`src/hdl/fcw_pkg.sv`:
```
`timescale 1ns / 1ps
// ----------------------------------------------------------------------------
// fcw_pkg
// Shared widths, codes and types of the FAT12 cluster chain walker.
// ----------------------------------------------------------------------------
package fcw_pkg;

  // field widths
  localparam int CLU_W     = 12;
  localparam int CNT_W     = 6;
  localparam int ST_W      = 2;
  localparam int IDX_W     = 13;
  localparam int LEN_W     = 14;
  localparam int CFG_IDX_W = 2;
  localparam int CFG_DAT_W = 14;

  // result status codes
  localparam logic [ST_W-1:0] ST_OK      = 2'd0;
  localparam logic [ST_W-1:0] ST_CHAIN   = 2'd1;
  localparam logic [ST_W-1:0] ST_CLUSTER = 2'd2;

  // configuration register indexes
  localparam logic [CFG_IDX_W-1:0] CFG_FAT_LENGTH  = 2'd0;
  localparam logic [CFG_IDX_W-1:0] CFG_CHAIN_LIMIT = 2'd1;

  // input item kinds
  localparam logic KIND_LOAD = 1'b0;
  localparam logic KIND_WALK = 1'b1;

  // special FAT12 entry values
  localparam logic [CLU_W-1:0] CLU_FREE    = 12'h000;
  localparam logic [CLU_W-1:0] CLU_FIRST   = 12'h002;
  localparam logic [CLU_W-1:0] CLU_BAD     = 12'hFF7;
  localparam logic [CLU_W-1:0] CLU_EOC_MIN = 12'hFF8;

  // register reset values
  localparam logic [LEN_W-1:0] FAT_LENGTH_RST  = 14'd4608;
  localparam logic [CNT_W-1:0] CHAIN_LIMIT_RST = 6'd63;

  typedef struct packed {
    logic [CLU_W-1:0] cluster;
    logic [CNT_W-1:0] count;
    logic [ST_W-1:0]  status;
    logic             last;
  } fcw_result_t;

  typedef struct packed {
    logic             we;
    logic [IDX_W-1:0] waddr;
    logic [7:0]       wdata;
    logic             re;
    logic [IDX_W-1:0] raddr;
  } fcw_mem_req_t;

endpackage

```
`src/hdl/fcw_if.sv`:
```
`timescale 1ns / 1ps
// ----------------------------------------------------------------------------
// fcw_if
// Valid/ready channels of the walker: input items, results, configuration.
// ----------------------------------------------------------------------------
interface fcw_item_if import fcw_pkg::*; ();
  logic             valid;
  logic             ready;
  logic             kind;
  logic [IDX_W-1:0] byte_index;
  logic [7:0]       byte_value;
  logic [CLU_W-1:0] first_cluster;

  modport source (output valid, kind, byte_index, byte_value, first_cluster,
                  input ready);
  modport sink (input valid, kind, byte_index, byte_value, first_cluster,
                output ready);
endinterface


interface fcw_cfg_if import fcw_pkg::*; ();
  logic                 valid;
  logic                 ready;
  logic [CFG_IDX_W-1:0] index;
  logic [CFG_DAT_W-1:0] data;

  modport source (output valid, index, data, input ready);
  modport sink (input valid, index, data, output ready);
endinterface

```
`src/hdl/fcw_walker.sv`:
```
`timescale 1ns / 1ps
// ----------------------------------------------------------------------------
// fcw_walker
// Chain walk sequencer: loads FAT bytes, reads entries and emits clusters.
// ----------------------------------------------------------------------------
module fcw_walker import fcw_pkg::*; #(
  parameter int STORE_BYTES = 8192,
  parameter int MAX_CHAIN = 63
) (
  input  logic         clk,
  input  logic         rst,
  fcw_item_if.sink     item,
  fcw_cfg_if.sink      cfg,
  input  logic [7:0]   rd_data,
  output fcw_mem_req_t mem_req,
  input  logic         out_free,
  output logic         out_push,
  output fcw_result_t  out_res
);

  typedef enum logic [2:0] {
    S_IDLE,
    S_CHECK,
    S_RD_HI,
    S_DECODE,
    S_EMIT
  } state_t;

  state_t           state;
  logic [CLU_W-1:0] cur;
  logic [CNT_W-1:0] n;
  logic [IDX_W-1:0] off;
  logic [7:0]       lo;
  fcw_result_t      pending;
  logic             pend_err2;
  logic [LEN_W-1:0] fat_length;
  logic [CNT_W-1:0] chain_limit;

  logic             item_acc;
  logic [CNT_W-1:0] limit;
  logic [LEN_W-1:0] usable_len;
  logic [LEN_W-1:0] tri_off;
  logic [IDX_W-1:0] cur_off;
  logic [LEN_W-1:0] off_end;
  logic             chain_bad;
  logic             range_bad;
  logic [15:0]      entry_word;
  logic [CLU_W-1:0] next_clu;
  fcw_result_t      dec_res;

  assign item.ready = (state == S_IDLE);
  assign item_acc   = item.valid && item.ready;
  assign cfg.ready  = 1'b1;

  // effective limits
  assign limit      = (chain_limit < CNT_W'(MAX_CHAIN)) ? chain_limit : CNT_W'(MAX_CHAIN);
  assign usable_len = (fat_length < LEN_W'(STORE_BYTES)) ? fat_length : LEN_W'(STORE_BYTES);

  // byte offset cur*3/2 and bounds checks
  assign tri_off   = {1'b0, cur, 1'b0} + {2'b00, cur};
  assign cur_off   = tri_off[LEN_W-1:1];
  assign off_end   = {1'b0, cur_off} + LEN_W'(1);
  assign chain_bad = (cur == CLU_FREE) || (cur == CLU_BAD) || (n >= limit);
  assign range_bad = (cur < CLU_FIRST) || (off_end >= usable_len);

  // entry decode from the little-endian byte pair
  assign entry_word = {rd_data, lo};
  assign next_clu   = cur[0] ? entry_word[15:4] : entry_word[CLU_W-1:0];
  assign dec_res    = '{cluster: cur, count: n, status: ST_OK,
                        last: (next_clu >= CLU_EOC_MIN)};

  // memory port: loads only in idle, reads only during a walk
  always_comb begin
    mem_req.we    = item_acc && (item.kind == KIND_LOAD) &&
                    ({1'b0, item.byte_index} < LEN_W'(STORE_BYTES));
    mem_req.waddr = item.byte_index;
    mem_req.wdata = item.byte_value;
    mem_req.re    = 1'b0;
    mem_req.raddr = cur_off;
    case (state)
      S_CHECK: begin
        mem_req.re = !chain_bad && !range_bad;
      end
      S_RD_HI: begin
        mem_req.re    = 1'b1;
        mem_req.raddr = off + IDX_W'(1);
      end
      default: begin
        mem_req.re = 1'b0;
      end
    endcase
  end

  // result push toward the output register
  always_comb begin
    out_push = 1'b0;
    out_res  = pending;
    case (state)
      S_DECODE: begin
        out_push = out_free;
        out_res  = dec_res;
      end
      S_EMIT: begin
        out_push = out_free;
      end
      default: begin
        out_push = 1'b0;
      end
    endcase
  end

  // configuration registers
  always_ff @(posedge clk) begin
    if (rst) begin
      fat_length  <= FAT_LENGTH_RST;
      chain_limit <= CHAIN_LIMIT_RST;
    end else if (cfg.valid) begin
      case (cfg.index)
        CFG_FAT_LENGTH:  fat_length  <= cfg.data[LEN_W-1:0];
        CFG_CHAIN_LIMIT: chain_limit <= cfg.data[CNT_W-1:0];
        default: ;
      endcase
    end
  end

  // walk sequencer
  always_ff @(posedge clk) begin
    if (rst) begin
      state     <= S_IDLE;
      pend_err2 <= 1'b0;
    end else begin
      case (state)
        S_IDLE: begin
          if (item_acc && (item.kind == KIND_WALK)) begin
            cur       <= item.first_cluster;
            n         <= '0;
            pend_err2 <= 1'b0;
            if (item.first_cluster < CLU_FIRST) begin
              pending <= '{cluster: '0, count: '0, status: ST_CLUSTER, last: 1'b1};
              state   <= S_EMIT;
            end else begin
              state <= S_CHECK;
            end
          end
        end
        S_CHECK: begin
          if (chain_bad) begin
            pending   <= '{cluster: '0, count: n, status: ST_CHAIN, last: 1'b1};
            pend_err2 <= 1'b0;
            state     <= S_EMIT;
          end else begin
            n <= n + CNT_W'(1);
            if (range_bad) begin
              // visited cluster first, cluster error after it
              pending   <= '{cluster: cur, count: n + CNT_W'(1), status: ST_OK,
                             last: 1'b0};
              pend_err2 <= 1'b1;
              state     <= S_EMIT;
            end else begin
              off   <= cur_off;
              state <= S_RD_HI;
            end
          end
        end
        S_RD_HI: begin
          lo    <= rd_data;
          state <= S_DECODE;
        end
        S_DECODE: begin
          cur <= next_clu;
          if (out_free) begin
            state <= dec_res.last ? S_IDLE : S_CHECK;
          end else begin
            pending   <= dec_res;
            pend_err2 <= 1'b0;
            state     <= S_EMIT;
          end
        end
        S_EMIT: begin
          if (out_free) begin
            if (pend_err2) begin
              pending   <= '{cluster: '0, count: n, status: ST_CLUSTER, last: 1'b1};
              pend_err2 <= 1'b0;
            end else begin
              state <= pending.last ? S_IDLE : S_CHECK;
            end
          end
        end
        default: begin
          state <= S_IDLE;
        end
      endcase
    end
  end

endmodule

```
`src/flat_wrapper.sv`:
```
// flat-port wrapper written by rule: the top's interface ports become plain ports
module fcw_walker_flat import fcw_pkg::*;
#(
  parameter int STORE_BYTES = 8192,
  parameter int MAX_CHAIN = 63
)
  (clk, rst, rd_data, mem_req, out_free, out_push, out_res, item_valid, item_kind, item_byte_index, item_byte_value, item_first_cluster, item_ready, cfg_valid, cfg_index, cfg_data, cfg_ready);
  fcw_item_if item_i ();
  fcw_cfg_if cfg_i ();
  input  logic clk;
  input  logic rst;
  input  logic [7:0] rd_data;
  output fcw_mem_req_t mem_req;
  input  logic out_free;
  output logic out_push;
  output fcw_result_t out_res;
  input wire logic [$bits(item_i.valid)-1:0] item_valid;
  input wire logic [$bits(item_i.kind)-1:0] item_kind;
  input wire logic [$bits(item_i.byte_index)-1:0] item_byte_index;
  input wire logic [$bits(item_i.byte_value)-1:0] item_byte_value;
  input wire logic [$bits(item_i.first_cluster)-1:0] item_first_cluster;
  output wire logic [$bits(item_i.ready)-1:0] item_ready;
  input wire logic [$bits(cfg_i.valid)-1:0] cfg_valid;
  input wire logic [$bits(cfg_i.index)-1:0] cfg_index;
  input wire logic [$bits(cfg_i.data)-1:0] cfg_data;
  output wire logic [$bits(cfg_i.ready)-1:0] cfg_ready;
  assign item_i.valid = item_valid;
  assign item_i.kind = item_kind;
  assign item_i.byte_index = item_byte_index;
  assign item_i.byte_value = item_byte_value;
  assign item_i.first_cluster = item_first_cluster;
  assign item_ready = item_i.ready;
  assign cfg_i.valid = cfg_valid;
  assign cfg_i.index = cfg_index;
  assign cfg_i.data = cfg_data;
  assign cfg_ready = cfg_i.ready;
  fcw_walker #(.STORE_BYTES(STORE_BYTES), .MAX_CHAIN(MAX_CHAIN)) u_core (.clk(clk), .rst(rst), .item(item_i), .cfg(cfg_i), .rd_data(rd_data), .mem_req(mem_req), .out_free(out_free), .out_push(out_push), .out_res(out_res));
endmodule
```
`config.mk`:
```
export PLATFORM = sky130hd
export DESIGN_NAME = fcw_walker_flat
export DESIGN_NICKNAME = d
export VERILOG_FILES = /design/src/hdl/fcw_pkg.sv /design/src/hdl/fcw_if.sv /design/src/hdl/fcw_walker.sv /design/src/flat_wrapper.sv
export SDC_FILE = /design/constraint.sdc
export NUM_CORES = 1
export LEC_CHECK = 0
export BUFFER_PORTS_ARGS = -buffer_cell sky130_fd_sc_hd__buf_2
export CORE_MARGIN = 2
export CORE_UTILIZATION = 40
export CTS_CLUSTER_SIZE = 25
export DETAILED_ROUTE_END_ITERATION = 8
export GPL_ROUTABILITY_DRIVEN = 0
export SLEW_MARGIN = 10
export SYNTH_ARGS = -nofsm -noshare
export SYNTH_HDL_FRONTEND = slang
export SYNTH_SLANG_ARGS = --single-unit
```
`constraint.sdc`:
```
create_clock -name clk -period 6.3 [get_ports clk]
set_input_delay 0.315 -clock clk [delete_from_list [all_inputs] [get_ports clk]]
set_output_delay 0.315 -clock clk [all_outputs]
set_load 0.02 [all_outputs]
```
==> qor.txt <==
Die ar. - 14,900 um2
Antenna viol nets, final - 0
Crit-path leading delay family - compound AO/OA/AOI/OAI gates
Fin Setup TNS - 0 ps
Initial Utilization - 40.6%
Fin. Hold Viols - 0
Most numerous cell in the Yosys netlist - nand2_1
Critical Path Slowest Stage Cell - edfxtp_1
Via/cell ratio - 5.30
Final period util - 82.0%
P_leak - 2.65 nW
RSZ-0062 raised after global routing - false
Residual DRC - 0
Worst R2R End - u_core.pending[18]$_DFFE_PP_
Max Cap Viol - 0
CTS sink count - 84
Placement Rows - 43
ANT cells - 0
Mapped Area - 5570 um2
Worst reg-to-reg setup slack - 1300 ps
Status - finished, final reports clean
Critical Path AT - 4850 ps
Via Count - 4,436
CTS H-tree depth - 3
Total grt overflow - 0
Slew HR - 32.4%
CTS clk-pin slew, worst paths - 70 ps
Routed len/inst - 15.6 um
Slowest Stage Delay on Critical Path - 700 ps
Clock Latency Late Sink - 360 ps
Crit path launch - u_core.cur[0]$_DFFE_PP_
Critical path buffers and inverters - 1
CP Depth - 17
Initial antenna violation count - 0
Register area - 2280 um2
Synth Instances - 604
Maximum vdd drop - 0.210 mV
CTS max path bufs - 2
Vias in the first global route - 4,212
CP Class - reg2out
Largest net degree at the start of global routing - 65
GR Util All Layers - 18.5%
Post-CTS Setup Inserts - 0
Crit end category - output port
Routed Wire Length - 13,100 um
Die width - 122 um
CTS tree - yes
Reg-to-reg startpoint - u_core.cur[0]$_DFFE_PP_
Ys async rst share - 0%
FILL cells - 1,330
Worst endpoint required time - 5980 ps
Yosys cell types - 61
Share of cells above drive strength 1 - 19.6%
Peak Freq - 0.194 GHz
Register area share after synthesis - 41.0%
CTS-repair resized insts - 0
Yosys top cell area share - 32.3%
Synth warn - 0
I/O pin count - 123
Post-CTS Hold Fix Bufs - 0
Worst Reg-to-Reg Cells - 15
Final Util - 45.9%
First-pass GRT wire length - 21,300 um
Clock Tree Root - clkbuf_16
DP HPWL - 10,000 um
WHS - 167 ps
Synthesized flop and latch total - 84
Pwr/cell area - 499 nW/um2
Critical path cell sequence - ha_1 -> fa_1 -> a21o_1 -> a221oi_2 -> o211ai_1 -> a21o_1 -> xor2_2 -> nand3_1 -> xnor2_1 -> ha_1 -> a21oi_1 -> nor2b_1 -> o21ai_0 -> o211a_1 -> nand3_1 -> nand2_1 -> buf_2
Minimum clock period - 5170 ps
Main flop type after synthesis - edfxtp_1
Core area - 13,700 um2
P&R area growth vs syn - 13.0%
Synthesized Nets - 712
Setup Skew - 7.66 ps
DRT Pass-1 Iters - 5
Most instantiated cells after synthesis - 111 x nand2_1, 60 x edfxtp_1, 44 x ha_1, 44 x o21ai_0, 39 x a21oi_1
CP Max Fanout - 19
Worst Tran Pin Value - 1010 ps
Multi-input gate area - 2940 um2
Port-buffer cells - 79
Total CTS buffers - 9
Die Height - 122 um
Critical Path Sink - mem_req[13]
Final setup fails - 0
Final nets - 760
CP Launch Type - register
Slew Limit Fails - 0
Syn Area/Cell - 9.23 um2
Top cell type by total area after synthesis - edfxtp_1
Initial DRC count - 340
Hold/Removal Path Class - in2reg
Synth top area cells - edfxtp_1 32%, ha_1 9.9%, dfxtp_1 8.6%
EDFF count, synth - 60
## layout make-up
type / instances / share of cell area, %
Timing Repair Buffer: 82 / 6.64
Inverter: 28 / 1.67
Tap cell: 180 / 3.58
Sequential cell: 84 / 36.2
Clock buffer: 9 / 3.58
Clock inverter: 7 / 1.59
Multi-Input combinational cell: 447 / 46.7
## how the worst min path moves through the flow
stage / start / to / slack [ps] / depth (start not counted)
floorplan: rd_data[0] / u_core.lo[0]$_DFFE_PP_ / 410 / 0
CTS: rd_data[5] / u_core.lo[5]$_DFFE_PP_ / 160 / 1
detailed placement: u_core.fat_length[4]$_SDFFE_PP0P_ / u_core.fat_length[4]$_SDFFE_PP0P_ / 450 / 2
global route: rd_data[5] / u_core.lo[5]$_DFFE_PP_ / 160 / 1
finish: rd_data[5] / u_core.lo[5]$_DFFE_PP_ / 170 / 1
global placement: u_core.fat_length[0]$_SDFFE_PP0P_ / u_core.fat_length[0]$_SDFFE_PP0P_ / 450 / 2
## layer usage
layer / part of all wire (%) / global-route usage, %
met5: 0 / 0
met4: 2.2 / 7.69
met3: 5.9 / 3.60
met2: 44 / 28.0
met1: 47 / 25.9
## where the power goes
group	leakage, nW	total (mW)	internal, mW	switching (mW)
Sequential	0.748	0.861	0.763	0.0977
Clock	0.148	0.580	0.349	0.231
Combinational	1.75	1.70	0.620	1.08
Total	2.65	3.14	1.73	1.41
## cell usage in the layout (no fill, tap or decap), types with 6 or more instances in the layout
cell type  count
and3_1         7
ha_1          44
nor3_1        15
nand3_1       16
xnor2_1       16
nor2_1        29
mux2i_1       11
nand4_1        7
a31oi_1        6
buf_2         79
nand2b_1       6
edfxtp_1      60
a21oi_1       39
clkbuf_16      9
dfxtp_1       24
xor2_1        11
nand2_1      110
a21o_1         7
nor2b_1        8
o21ai_0       44
inv_1         26
## through the flow
| step | cell area, um2 | power, mW | setup WS [ps] | cells |
|---|---|---|---|---|
| floorplan | 5570 | 2.11 | 174 | 604 |
| global placement | 5970 | 2.53 | 1460 | 821 |
| detailed placement | 5970 | 2.57 | 1320 | 821 |
| CTS | 6300 | 3.16 | 1110 | 837 |
| global route | 6300 | 3.39 | 666 | 837 |
| finish | 6300 | 3.14 | 1130 | 837 |
## logic make-up (layout without fill, tap and decap cells)
family,after synthesis,count (layout),synth area share [%]
adders and majority gates,45,45,10.2
other,1,1,0.0673
buffers and inverters,73,126,6.42
xor gates and xnor gates,36,36,6.87
muxes,16,16,2.99
AOI/OAI and AO/OA,125,125,13.6
and+or+nand+nor,224,224,18.9
DFF,84,84,41.0
## worst register-to-register path, stage by stage, from the launching register on
cell	delay [ps]
edfxtp_1	700
ha_1	400
fa_1	440
a21o_1	240
a221oi_2	390
o211ai_1	160
a21o_1	240
xor2_2	280
nand3_1	150
xnor2_1	160
ha_1	310
nand4_1	130
a211o_1	340
nand3_1	170
nor4b_2	220
buf_4	340
## flip-flops by register name, indices dropped and copies added (netlist names)
register	flops
u_core.fat_length	14
u_core.off	13
u_core.pending	21
u_core.state	3
u_core.lo	8
u_core.chain_limit	6
u_core.n	6
u_core.pend_err2	1
u_core.cur	12
(Power assumes the default switching activity.)
