`src/hdl/fcw_pkg.sv`:
```
`timescale 1ns / 1ps
// ----------------------------------------------------------------------------
// fcw_pkg
// Shared widths, codes and types of the FAT12 cluster chain walker.
// ----------------------------------------------------------------------------
package fcw_pkg;

  // field widths
  localparam int CLU_W     = 12;
  localparam int CNT_W     = 6;
  localparam int ST_W      = 2;
  localparam int IDX_W     = 13;
  localparam int LEN_W     = 14;
  localparam int CFG_IDX_W = 2;
  localparam int CFG_DAT_W = 14;

  // result status codes
  localparam logic [ST_W-1:0] ST_OK      = 2'd0;
  localparam logic [ST_W-1:0] ST_CHAIN   = 2'd1;
  localparam logic [ST_W-1:0] ST_CLUSTER = 2'd2;

  // configuration register indexes
  localparam logic [CFG_IDX_W-1:0] CFG_FAT_LENGTH  = 2'd0;
  localparam logic [CFG_IDX_W-1:0] CFG_CHAIN_LIMIT = 2'd1;

  // input item kinds
  localparam logic KIND_LOAD = 1'b0;
  localparam logic KIND_WALK = 1'b1;

  // special FAT12 entry values
  localparam logic [CLU_W-1:0] CLU_FREE    = 12'h000;
  localparam logic [CLU_W-1:0] CLU_FIRST   = 12'h002;
  localparam logic [CLU_W-1:0] CLU_BAD     = 12'hFF7;
  localparam logic [CLU_W-1:0] CLU_EOC_MIN = 12'hFF8;

  // register reset values
  localparam logic [LEN_W-1:0] FAT_LENGTH_RST  = 14'd4608;
  localparam logic [CNT_W-1:0] CHAIN_LIMIT_RST = 6'd63;

  typedef struct packed {
    logic [CLU_W-1:0] cluster;
    logic [CNT_W-1:0] count;
    logic [ST_W-1:0]  status;
    logic             last;
  } fcw_result_t;

  typedef struct packed {
    logic             we;
    logic [IDX_W-1:0] waddr;
    logic [7:0]       wdata;
    logic             re;
    logic [IDX_W-1:0] raddr;
  } fcw_mem_req_t;

endpackage

```
`src/hdl/fcw_if.sv`:
```


interface fcw_result_if import fcw_pkg::*; ();
  logic             valid;
  logic             ready;
  logic [CLU_W-1:0] cluster;
  logic [CNT_W-1:0] count;
  logic [ST_W-1:0]  status;
  logic             last;

  modport source (output valid, cluster, count, status, last, input ready);
  modport sink (input valid, cluster, count, status, last, output ready);
endinterface


```
`src/hdl/fcw_out_stage.sv`:
```
`timescale 1ns / 1ps
// ----------------------------------------------------------------------------
// fcw_out_stage
// Result register that decouples the walker from the result consumer.
// ----------------------------------------------------------------------------
module fcw_out_stage import fcw_pkg::*; (
  input  logic         clk,
  input  logic         rst,
  input  logic         push,
  input  fcw_result_t  push_res,
  output logic         free,
  fcw_result_if.source result
);

  logic        valid;
  logic        valid_next;
  fcw_result_t res;

  // slot is free when empty or being drained this cycle
  assign free = !valid || result.ready;

  always_comb begin
    valid_next = valid;
    if (push) begin
      valid_next = 1'b1;
    end else if (result.ready) begin
      valid_next = 1'b0;
    end
  end

  always_ff @(posedge clk) begin
    if (rst) begin
      valid <= 1'b0;
    end else begin
      valid <= valid_next;
    end
  end

  // payload holds until the next push
  always_ff @(posedge clk) begin
    if (push) begin
      res <= push_res;
    end
  end

  assign result.valid   = valid;
  assign result.cluster = res.cluster;
  assign result.count   = res.count;
  assign result.status  = res.status;
  assign result.last    = res.last;

endmodule

```
`src/flat_wrapper.sv`:
```
// flat-port wrapper written by rule: the top's interface ports become plain ports
module fcw_out_stage_flat import fcw_pkg::*;
  (clk, rst, push, push_res, free, result_valid, result_cluster, result_count, result_status, result_last, result_ready);
  fcw_result_if result_i ();
  input  logic clk;
  input  logic rst;
  input  logic push;
  input  fcw_result_t push_res;
  output logic free;
  output wire logic [$bits(result_i.valid)-1:0] result_valid;
  output wire logic [$bits(result_i.cluster)-1:0] result_cluster;
  output wire logic [$bits(result_i.count)-1:0] result_count;
  output wire logic [$bits(result_i.status)-1:0] result_status;
  output wire logic [$bits(result_i.last)-1:0] result_last;
  input wire logic [$bits(result_i.ready)-1:0] result_ready;
  assign result_valid = result_i.valid;
  assign result_cluster = result_i.cluster;
  assign result_count = result_i.count;
  assign result_status = result_i.status;
  assign result_last = result_i.last;
  assign result_i.ready = result_ready;
  fcw_out_stage u_core (.clk(clk), .rst(rst), .push(push), .push_res(push_res), .free(free), .result(result_i));
endmodule
```
`config.mk`:
```
export PLATFORM = sky130hd
export DESIGN_NAME = fcw_out_stage_flat
export DESIGN_NICKNAME = d
export VERILOG_FILES = /design/src/hdl/fcw_pkg.sv /design/src/hdl/fcw_if.sv /design/src/hdl/fcw_out_stage.sv /design/src/flat_wrapper.sv
export SDC_FILE = /design/constraint.sdc
export NUM_CORES = 1
export LEC_CHECK = 0
export BUFFER_PORTS_ARGS = -buffer_cell sky130_fd_sc_hd__clkbuf_2
export CAP_MARGIN = 0
export CORE_MARGIN = 2
export CORE_UTILIZATION = 38
export CTS_CLUSTER_SIZE = 40
export DETAILED_ROUTE_END_ITERATION = 6
export PLACE_DENSITY_LB_ADDON = 0.08
export SYNTH_ARGS = -nofsm -noshare
export SYNTH_HDL_FRONTEND = slang
export SYNTH_SLANG_ARGS = --single-unit
```
`constraint.sdc`:
```
create_clock -name clk -period 0.8 [get_ports clk]
set_input_delay 0.08 -clock clk [delete_from_list [all_inputs] [get_ports clk]]
set_output_delay 0.08 -clock clk [all_outputs]
set_load 0.005 [all_outputs]
```
==> results of run 1 <==
## per-stage QoR
step / total power, mW / cell area [µm²] / worst slack (ps) / hold slack [ps]
floorplan: 1.43 / 677 / 193 / 142
global placement: 1.60 / 963 / 148 / 244
detailed placement: 1.61 / 963 / 147 / 249
CTS: 2.16 / 1220 / -90.8 / 135
global route: 2.26 / 1240 / -156 / 179
finish: 2.16 / 1240 / -107 / 190
## layout make-up
type	count	area, µm²
clock buffer	4	26.3
fill	104	467
inverter	1	3.75
multi-input combinational	2	30.0
sequential	22	652
tap	25	31.3
timing repair buffer	72	498
## worst register-to-register path: cells and delay by family, from the launching register on
kind            cells  cell delay [ps]
compound gates      1               90
buf+inv             2              210
flops               1              370
simple gates        1               60
## what timing repair did
item                       4_1_cts  5_1_grt
setup buffers                    1        1
gates resized for setup          1        5
hold endpoints to repair        22        0
hold buffers                    22        0
setup endpoints to repair       23       23
pin swaps                        0        1
## cell families after synthesis
kind of cell,after synthesis
DFF,22
buffers and inverters,1
AOI/OAI and AO/OA,1
and+or+nand+nor,1
## worst min-delay path by stage
stage,startpoint,to,slack [ps],depth (start not counted)
after floorplan,rst,u_core.result.valid,140,1
after global placement,rst,u_core.result.valid,240,2
after detailed placement,rst,u_core.result.valid,250,2
after CTS,result_ready,u_core.result.valid,130,4
after global routing,push,u_core.result.count[5],180,2
final,push,u_core.result.count[5],190,2
## layout by cell type, fill, tap and decap left out
cell | Yosys | routed
edfxtp_1 | 21 | 21
inv_1 | 1 | 1
buf_2 | 0 | 2
dlygate4sd3_1 | 0 | 22
clkbuf_4 | 0 | 3
a21oi_4 | 0 | 1
clkbuf_2 | 0 | 45
nand2b_4 | 1 | 1
dfxtp_2 | 0 | 1
buf_6 | 0 | 2
buf_12 | 0 | 1
clkbuf_1 | 0 | 1
## metal layers
| metal | routed length [µm] | share of wire (%) | GRT usage (%) |
|---|---|---|---|
| met5 | 0 | 0 | 0 |
| met4 | 7 | 0.47 | 4.57 |
| met3 | 113 | 7.5 | 4.31 |
| met2 | 916 | 61 | 29.7 |
| met1 | 466 | 31 | 11.6 |
## sequential cells by signal (all words and copies together) (netlist names)
register and cells:
u_core.result.cluster 12, u_core.result.valid 1, u_core.result.last 1, u_core.result.status 2
u_core.result.count 6
## power breakdown
group          total (mW)  leakage (nW)  internal, mW  switching (mW)
logic               0.299         0.324         0.192           0.107
registers            1.38         0.214          1.36          0.0244
clock network       0.475        0.0150         0.193           0.282
total                2.16         0.553          1.74           0.414
==> results.md, run 1 <==
- Slowest-stage cell, CP: dfxtp_2
- # diodes: 0
- Max incr delay on CP: 370 ps
- Initial Util: 39.6%
- Number of global-route vias before repair: 525
- Clock tree from TritonCTS: built
- Final Setup Violations: 24
- R2R depth: 4
- Final GP Congestion: 0.636
- Synth top area share: 93.2%
- RSZ-0062 raised after global routing: yes
- First-pass GRT wire length: 2.05 mm
- Status: finished with violations
- Synth Area in Adders: 0%
- Drt pass-1 iters: 3
- Pwr dens: 1740 mW/mm²
- Routed vias: 532
- Fin crit period: 907 ps
- Reg2reg start: u_core.result.valid
- I/O pin count: 48
- Max cap viols: 0
- Gr ovfl total: 0
- I/O Buffers: 47
- Synth Instances: 25
- Cts bufs inserted: 3
- Pins Over Slew Limit: 0
- Routed len/inst: 11.9 µm
- Fin cells: 126
- Slew HR: 92.2%
- Syn Nets: 50
- Final WL: 1.50 mm
- Clk sinks: 22
- Dominant cell by count in the synthesized netlist: edfxtp_1
- Final Skew: 0 ps
- P_leak: 0.553 nW
- EDFF count, synth: 21
- Antenna-violating nets left: 0
- Avg Cell Area, Syn: 27.1 µm²
- Total track usage: 14.1%
- Largest net degree at the start of global routing: 23
- Fin util: 72.7%
- Type of origin of the critical path: flip-flop
- Buf+Inv Stages, Crit Path: 1
- Sequential cell area fraction in the yosys report: 96.1%
- Most used DFF post-synth: edfxtp_1
- Post-Syn Area: 677 µm²
- Final setup margin: -107 ps
- Maximum VDD drop: 1.34 mV
- Synth top area cells: edfxtp_1 93%, dfxtp_1 3.0%, nand2b_4 2.0%
- DR vias/cell: 4.22
- Post-route DRC: 0
- Ys async rst share: 0%
- Leading area contributor after synthesis: edfxtp_1
- Mux contribution to synthesized area: 0%
- # rows: 15
- Crit-path max FO: 2
- Critical path endpoint category: output pin
- DIE AREA: 0.00213 mm²
- Synth Area in Simple Gates: 2.03%
- Post-synthesis compound-gate area fraction: 1.29%
- CTS clk-pin slew, worst paths: 110 ps
- CP arrival: 830 ps
- Layout Nets: 127
- CTS root buf: clkbuf_4
- Critical setup path kind: reg -> out
- Reg2reg end: u_core.result.valid
- Req. time, crit path: 720 ps
- Longest Clk Path Bufs: 2
- Critical path origin: u_core.result.valid
- Cell Chain, Critical Path: nand2b_4 -> clkbuf_2
- Worst-Margin Slew: 117 ps
- Synth cell types: 5
- Cell count after placement: 98
- Register bit count reported by yosys: 22
- Post-synth top cells: 21 x edfxtp_1, 1 x a21oi_2, 1 x dfxtp_1, 1 x inv_1, 1 x nand2b_4
- Violated checks: setup timing
- Ys Warns: 0
- R2R setup slack: 0 ps
- Fraction of layout cells with a size suffix above 1: 55.4%
- Synth Area in XOR/XNOR: 0%
- Hold Crit Class: in -> reg
- Fmax: 1.10 GHz
- DR iter-0 viols: 4
- CP endpoint: free
- Crit-path leading delay family: flip-flops
- Antenna violations before repair: 0
- Width of the die: 46.2 µm
- Largest family of logic cells by synthesized area: simple AND/OR/NAND/NOR gates
- Hold Fails Final Rpt: 0
- Synth-to-Final Area Change: 83.4%
- Core area: 0.00171 mm²
- Worst skew pair latency: 280 ps
- Levels on crit path: 2
- Total Neg Setup Slack: -1400 ps
- Final worst-path cycle share: 113%
- H-tree Lvls: 1
- Die height: 46.2 µm
Note: power is estimated with default switching activity, not from simulation.
==> run 2: changes to the inputs <==
--- a/config.mk
+++ b/config.mk
@@ -5,6 +5,8 @@
 export SDC_FILE = /design/constraint.sdc
 export NUM_CORES = 1
 export LEC_CHECK = 0
+export ABC_AREA = 1
+export ABC_CLOCK_PERIOD_IN_PS = 800
 export BUFFER_PORTS_ARGS = -buffer_cell sky130_fd_sc_hd__clkbuf_2
 export CAP_MARGIN = 0
 export CORE_MARGIN = 2
==> run 2 against run 1 <==
  * The flow still finishes with violations (setup timing)
  * Die area down 0.50%
  * Cell count down 6.3%
  * Routed wire length down 11%
  * Critical path type unchanged
  * Highest routed layer is now met3
==> results.md, run 2 <==
- Status: finished with violations
- Violated checks: setup timing
- Type of origin of the critical path: flip-flop
- Fillers: 121
- Clk sinks: 22
- Final Setup Violations: 23
- Post-route DRC: 0
- Fin crit period: 902 ps
- Core area: 0.00169 mm²
- Synth Area in Adders: 0%
- Final GP Congestion: 0.642
- Worst-Margin Slew: 117 ps
- CTS root buf: clkbuf_4
- Hold Fails Final Rpt: 0
- Maximum VDD drop: 1.14 mV
- Register bit count reported by yosys: 22
- Avg Cell Area, Syn: 25.9 µm²
- DR vias/cell: 4.35
- H-tree Lvls: 1
- Largest net degree at the start of global routing: 23
- # diodes: 0
- Sequential cell area fraction in the yosys report: 96.7%
- DIE AREA: 0.00212 mm²
- Clock tree from TritonCTS: built
- Total track usage: 12.5%
- I/O Buffers: 47
- Synth top area cells: edfxtp_1 94%, dfxtp_1 3.0%, a21oi_2 1.3%
- Routed len/inst: 11.4 µm
- Max cap viols: 0
- Longest Clk Path Bufs: 2
- Slowest-stage cell, CP: dfxtp_2
- Commonest cells after routing, fill and taps aside: 46 x clkbuf_2, 22 x dlygate4sd3_1, 21 x edfxtp_1
- Fmax: 1.11 GHz
- Sequential cell area: 652 µm²
- Syn Nets: 51
- Ys Warns: 0
- Pwr dens: 1780 mW/mm²
- Number of global-route vias before repair: 461
- Layout Nets: 127
- Hold Crit Class: in -> reg
- # rows: 15
- Req. time, crit path: 720 ps
- CTS clk-pin slew, worst paths: 110 ps
- First-pass GRT wire length: 1.79 mm
- Routed vias: 513
- Slew HR: 92.2%
- Mux contribution to synthesized area: 0%
- Largest family of logic cells by synthesized area: compound AO/OA/AOI/OAI gates
- Synth-to-Final Area Change: 79.9%
- Synth Instances: 26
- Pins Over Slew Limit: 0
- Multi-input combinational cell area: 15.0 µm²
- Most used DFF post-synth: edfxtp_1
- Initial Util: 39.9%
- P_leak: 0.547 nW
- Most common cell after layout, fill and taps aside: clkbuf_2
- Final setup margin: -102 ps
- Max incr delay on CP: 350 ps
- Synth Area in Simple Gates: 0.929%
- DR iter-0 viols: 7
- Total Neg Setup Slack: -1610 ps
- Cell Chain, Critical Path: nand2_2 -> buf_6
- Synth Area in XOR/XNOR: 0%
- Critical path endpoint category: output pin
- Final worst-path cycle share: 113%
- Worst skew pair latency: 290 ps
- Final WL: 1.34 mm
- Ys async rst share: 0%
- Leading area contributor after synthesis: edfxtp_1
- Drt pass-1 iters: 3
- I/O pin count: 48
- Fraction of layout cells with a size suffix above 1: 54.5%
- Cts bufs inserted: 3
- Tot Pwr: 2.16 mW
- Post-Syn Area: 673 µm²
- Final Skew: 0 ps
- Synth cell types: 5
- Synth top area share: 93.7%
- Antenna violations before repair: 0
- Critical setup path kind: reg -> out
- Max reg flops: 12
- Cell Area, Placed: 950 µm²
- RSZ-0062 raised after global routing: yes
- Width of the die: 46.1 µm
- CP arrival: 820 ps
- Gr ovfl total: 0
- Antenna-violating nets left: 0
- Die height: 46.1 µm
- Final hold slack: 124 ps
- Dominant cell by count in the synthesized netlist: edfxtp_1
- Final instance area: 0.00121 mm²
- Post-synthesis compound-gate area fraction: 1.30%
- EDFF count, synth: 21
- Crit-path max FO: 2
- Post-synth top cells: 21 x edfxtp_1, 2 x inv_1, 1 x a21oi_2, 1 x dfxtp_1, 1 x nand2_2
[run 2: cell count changes in the layout (fill, tap and decap cells not counted), sizes merged]
cell	change
nand2	+1
nand2b	-1
clkinv	+1
inv	+1
buf	-2
[run 2: critical path: cells and delay by family, from the launching register on]
| family | cells | cell delay (ps) |
|---|---|---|
| buffers and inverters | 1 | 110 |
| DFF | 1 | 350 |
| and+or+nand+nor | 1 | 60 |
[run 2: report_power, final]
| part | leakage, nW | internal [mW] | switching [mW] |
|---|---|---|---|
| clock | 0.0154 | 0.182 | 0.312 |
| sequential | 0.214 | 1.36 | 0.0227 |
| combinational | 0.317 | 0.184 | 0.0999 |
| total | 0.547 | 1.72 | 0.435 |
[run 2: cells by family (layout without fill, tap and decap cells)]
group / Yosys count / count (layout)
flip-flops: 22 / 22
buffers and inverters: 2 / 77
AO/OA/AOI/OAI: 1 / 1
AND/OR/NAND/NOR: 1 / 1
[run 2: final cells by class]
| type | count | share of cell area [%] |
|---|---|---|
| Clock buffer | 3 | 1.86 |
| Inverter | 2 | 0.620 |
| Tap cell | 17 | 1.76 |
| Timing Repair Buffer | 71 | 40.4 |
| Sequential cell | 22 | 53.8 |
| Multi-Input combinational cell | 2 | 1.24 |
| Clock inverter | 1 | 0.310 |
[run 2: per-layer routing]
layer,vias to the layer above,GRT usage (%),share of wire (%)
li1,247,-,-
met1,241,12.4,35
met2,25,22.5,59
met3,0,3.53,6.6
met4,0,7.43,0
met5,-,0,0
[run 2: worst paths after layout]
kind,startpoint,slack (ps),depth (start not counted),endpoint
worst max-delay path,u_core.result.valid,-100,2,free
worst min-delay path,result_ready,120,5,u_core.result.valid
worst max register to register,u_core.result.valid,100,3,u_core.result.valid
worst min register to register,u_core.result.valid,580,3,u_core.result.valid
[run 2: repair_timing]
action | 4_1_cts | 5_1_grt
pin swaps | 1 | 1
gates resized for setup | 1 | 1
setup buffers | 0 | 1
endpoints found under the hold margin | 22 | 0
endpoints found under the setup margin | 23 | 23
hold buffers | 22 | 0
[run 2: through the flow]
| stage | utilization, % | std cells | setup slack, ps |
|---|---|---|---|
| global route | 71.7 | 118 | -143 |
| floorplan | - | 26 | 231 |
| detailed placement | 56.2 | 91 | 131 |
| CTS | 70.9 | 117 | -96.7 |
| global placement | 56.2 | 91 | 148 |
| finish | 71.7 | 118 | -102 |
==> run 3: changes to the inputs <==
--- a/config.mk
+++ b/config.mk
@@ -10,7 +10,8 @@
 export BUFFER_PORTS_ARGS = -buffer_cell sky130_fd_sc_hd__clkbuf_2
 export CAP_MARGIN = 0
 export CORE_MARGIN = 2
-export CORE_UTILIZATION = 38
+export CORE_UTILIZATION = 40
+export CTS_BUF_LIST = sky130_fd_sc_hd__clkbuf_4 sky130_fd_sc_hd__clkbuf_8
 export CTS_CLUSTER_SIZE = 40
 export DETAILED_ROUTE_END_ITERATION = 6
 export PLACE_DENSITY_LB_ADDON = 0.08
==> run 3 against run 2 <==
  * Maximum frequency grew 0.50%
  * Total power grew 4.4%
  * Sequential power is essentially flat
  * Largest power group unchanged
  * Die area shrank 4.6%
  * Register-to-register slack gained 20 ps
  * Final area grew 0.21%
  * Routed wire length grew 9.9%
  * Global-route usage grew 3.1 points
  * Clock power grew 19%
  * The run still ends with setup timing left
  * Cell count shrank 0.85%
  * Setup slack gained 4.5 ps
==> results.md, run 3 (synthesized netlist as in run 2, its figures left out) <==
- Status: finished with violations
- Violated checks: setup timing
- Die height: 45.0 µm
- Max reg flops: 12
- CTS root buf: clkbuf_4
- Commonest cells after routing, fill and taps aside: 47 x clkbuf_2, 22 x dlygate4sd3_1, 21 x edfxtp_1
- CP arrival: 820 ps
- Post-route DRC: 0
- Drt pass-1 iters: 4
- Final hold slack: 131 ps
- Synth-to-Final Area Change: 80.3%
- H-tree Lvls: 1
- Fin crit period: 897 ps
- Crit-path max FO: 1
- Type of origin of the critical path: flip-flop
- Routed len/inst: 12.6 µm
- DIE AREA: 0.00203 mm²
- Core area: 0.00154 mm²
- Worst skew pair latency: 300 ps
- Final worst-path cycle share: 112%
- Layout Nets: 127
- P_leak: 0.550 nW
- Width of the die: 45.0 µm
- Initial Util: 43.7%
- I/O pin count: 48
- Pwr dens: 1860 mW/mm²
- Cell Chain, Critical Path: clkbuf_2
- Multi-input combinational cell area: 15.0 µm²
- Fillers: 98
- Fraction of layout cells with a size suffix above 1: 55.4%
- Final GP Congestion: 0.640
- Cts bufs inserted: 3
- Final setup margin: -97.4 ps
- Final WL: 1.47 mm
- Hold Fails Final Rpt: 0
- Worst-Margin Slew: 117 ps
- # diodes: 0
- Hold Crit Class: in -> reg
- GR Layer Usage met1: 16.5%
- RSZ-0062 raised after global routing: yes
- First-pass GRT wire length: 2.11 mm
- Critical path origin: u_core.result.cluster[3]
- Final instance area: 0.00121 mm²
- Most common cell after layout, fill and taps aside: clkbuf_2
- Fin util: 78.7%
- Final Skew: 0 ps
- Reg2reg start: u_core.result.valid
- Clock tree from TritonCTS: built
- Worst Hold Launch: result_ready
- Met3 usage: 6.00%
- Critical setup path kind: reg -> out
- Crit-path leading delay family: flip-flops
- # rows: 14
- Number of global-route vias before repair: 484
- Global Route met2 Usage: 28.0%
- Slowest-stage cell, CP: edfxtp_1
- CTS clk-pin slew, worst paths: 110 ps
- Routed vias: 511
- I/O Buffers: 47
- Max incr delay on CP: 400 ps
- Fmax: 1.11 GHz
- Antenna violations before repair: 0
- Total track usage: 15.6%
- Longest Clk Path Bufs: 2
- Pins Over Slew Limit: 0
- Sequential cell area: 652 µm²
- Final Setup Violations: 23
- Req. time, crit path: 720 ps
- DR iter-0 viols: 14
- Critical path endpoint category: output pin
- Antenna-violating nets left: 0
- Cell Area, Placed: 948 µm²
- Max cap viols: 0
- Slew HR: 92.2%
- Largest net degree at the start of global routing: 23
- Maximum VDD drop: 1.02 mV
- Grt peak-use layer: met2
- DR vias/cell: 4.37
- Gr ovfl total: 0
- Clk sinks: 22
- Buf+Inv Stages, Crit Path: 1
==> run 3: cell types whose count changed in the layout (fill, tap and decap cells not counted) <==
cell / previous run / this run
clkbuf_2: 46 / 47
buf_6: 1 / 0
clkinv_1: 1 / 0
clkbuf_8: 0 / 1
==> run 3: layer usage <==
layer	routed length [µm]	part of all wire, %
met1	531	36
met2	820	56
met3	121	8.2
met4	0	0
met5	0	0
==> run 3: what timing repair did <==
item / CTS / global route
cloned: 0 / 0
pin swaps: 1 / 0
gates resized for setup: 1 / 0
endpoints found under the setup margin: 23 / 23
hold endpoints to repair: 22 / 0
hold buffers: 22 / 0
buffers inserted: 0 / 1
==> run 3: tightest hold or removal path: cells and delay by family <==
kind	cells	cell delay [ps]
AO/OA/AOI/OAI	1	40
buffers and inverters	3	220
AND/OR/NAND/NOR	1	70
==> run 3: power by group <==
group	total (mW)	internal, mW	switching [mW]
sequential	1.38	1.36	0.0237
clock	0.588	0.277	0.311
combinational	0.282	0.182	0.101
total	2.25	1.82	0.435
==> run 3: worst paths after layout <==
| kind | endpoint | slack (ps) | depth (start not counted) |
|---|---|---|---|
| setup / recovery | result_cluster[3] | -100 | 1 |
| hold / removal | u_core.result.valid | 130 | 5 |
| setup reg to reg | u_core.result.valid | 120 | 3 |
| hold reg to reg | u_core.result.valid | 560 | 3 |
==> run 3: stage by stage <==
step	TNS, ps	setup slack, ps	cells	total power [mW]
3_5_place_dp	0	143	90	1.61
3_3_place_gp	0	149	90	1.60
2_1_floorplan	0	231	26	1.43
5_1_grt	-2830	-147	117	2.36
4_1_cts	-2110	-127	116	2.27
6_report	-1690	-97.4	117	2.25
==> run 3: final cells by class <==
cell class                      instances  share of cell area, %
Sequential cell                        22                   53.7
Inverter                                2                  0.619
Tap cell                               16                   1.65
Multi-Input combinational cell          2                   1.24
Clock buffer                            4                   2.99
Timing Repair Buffer                   71                   39.8
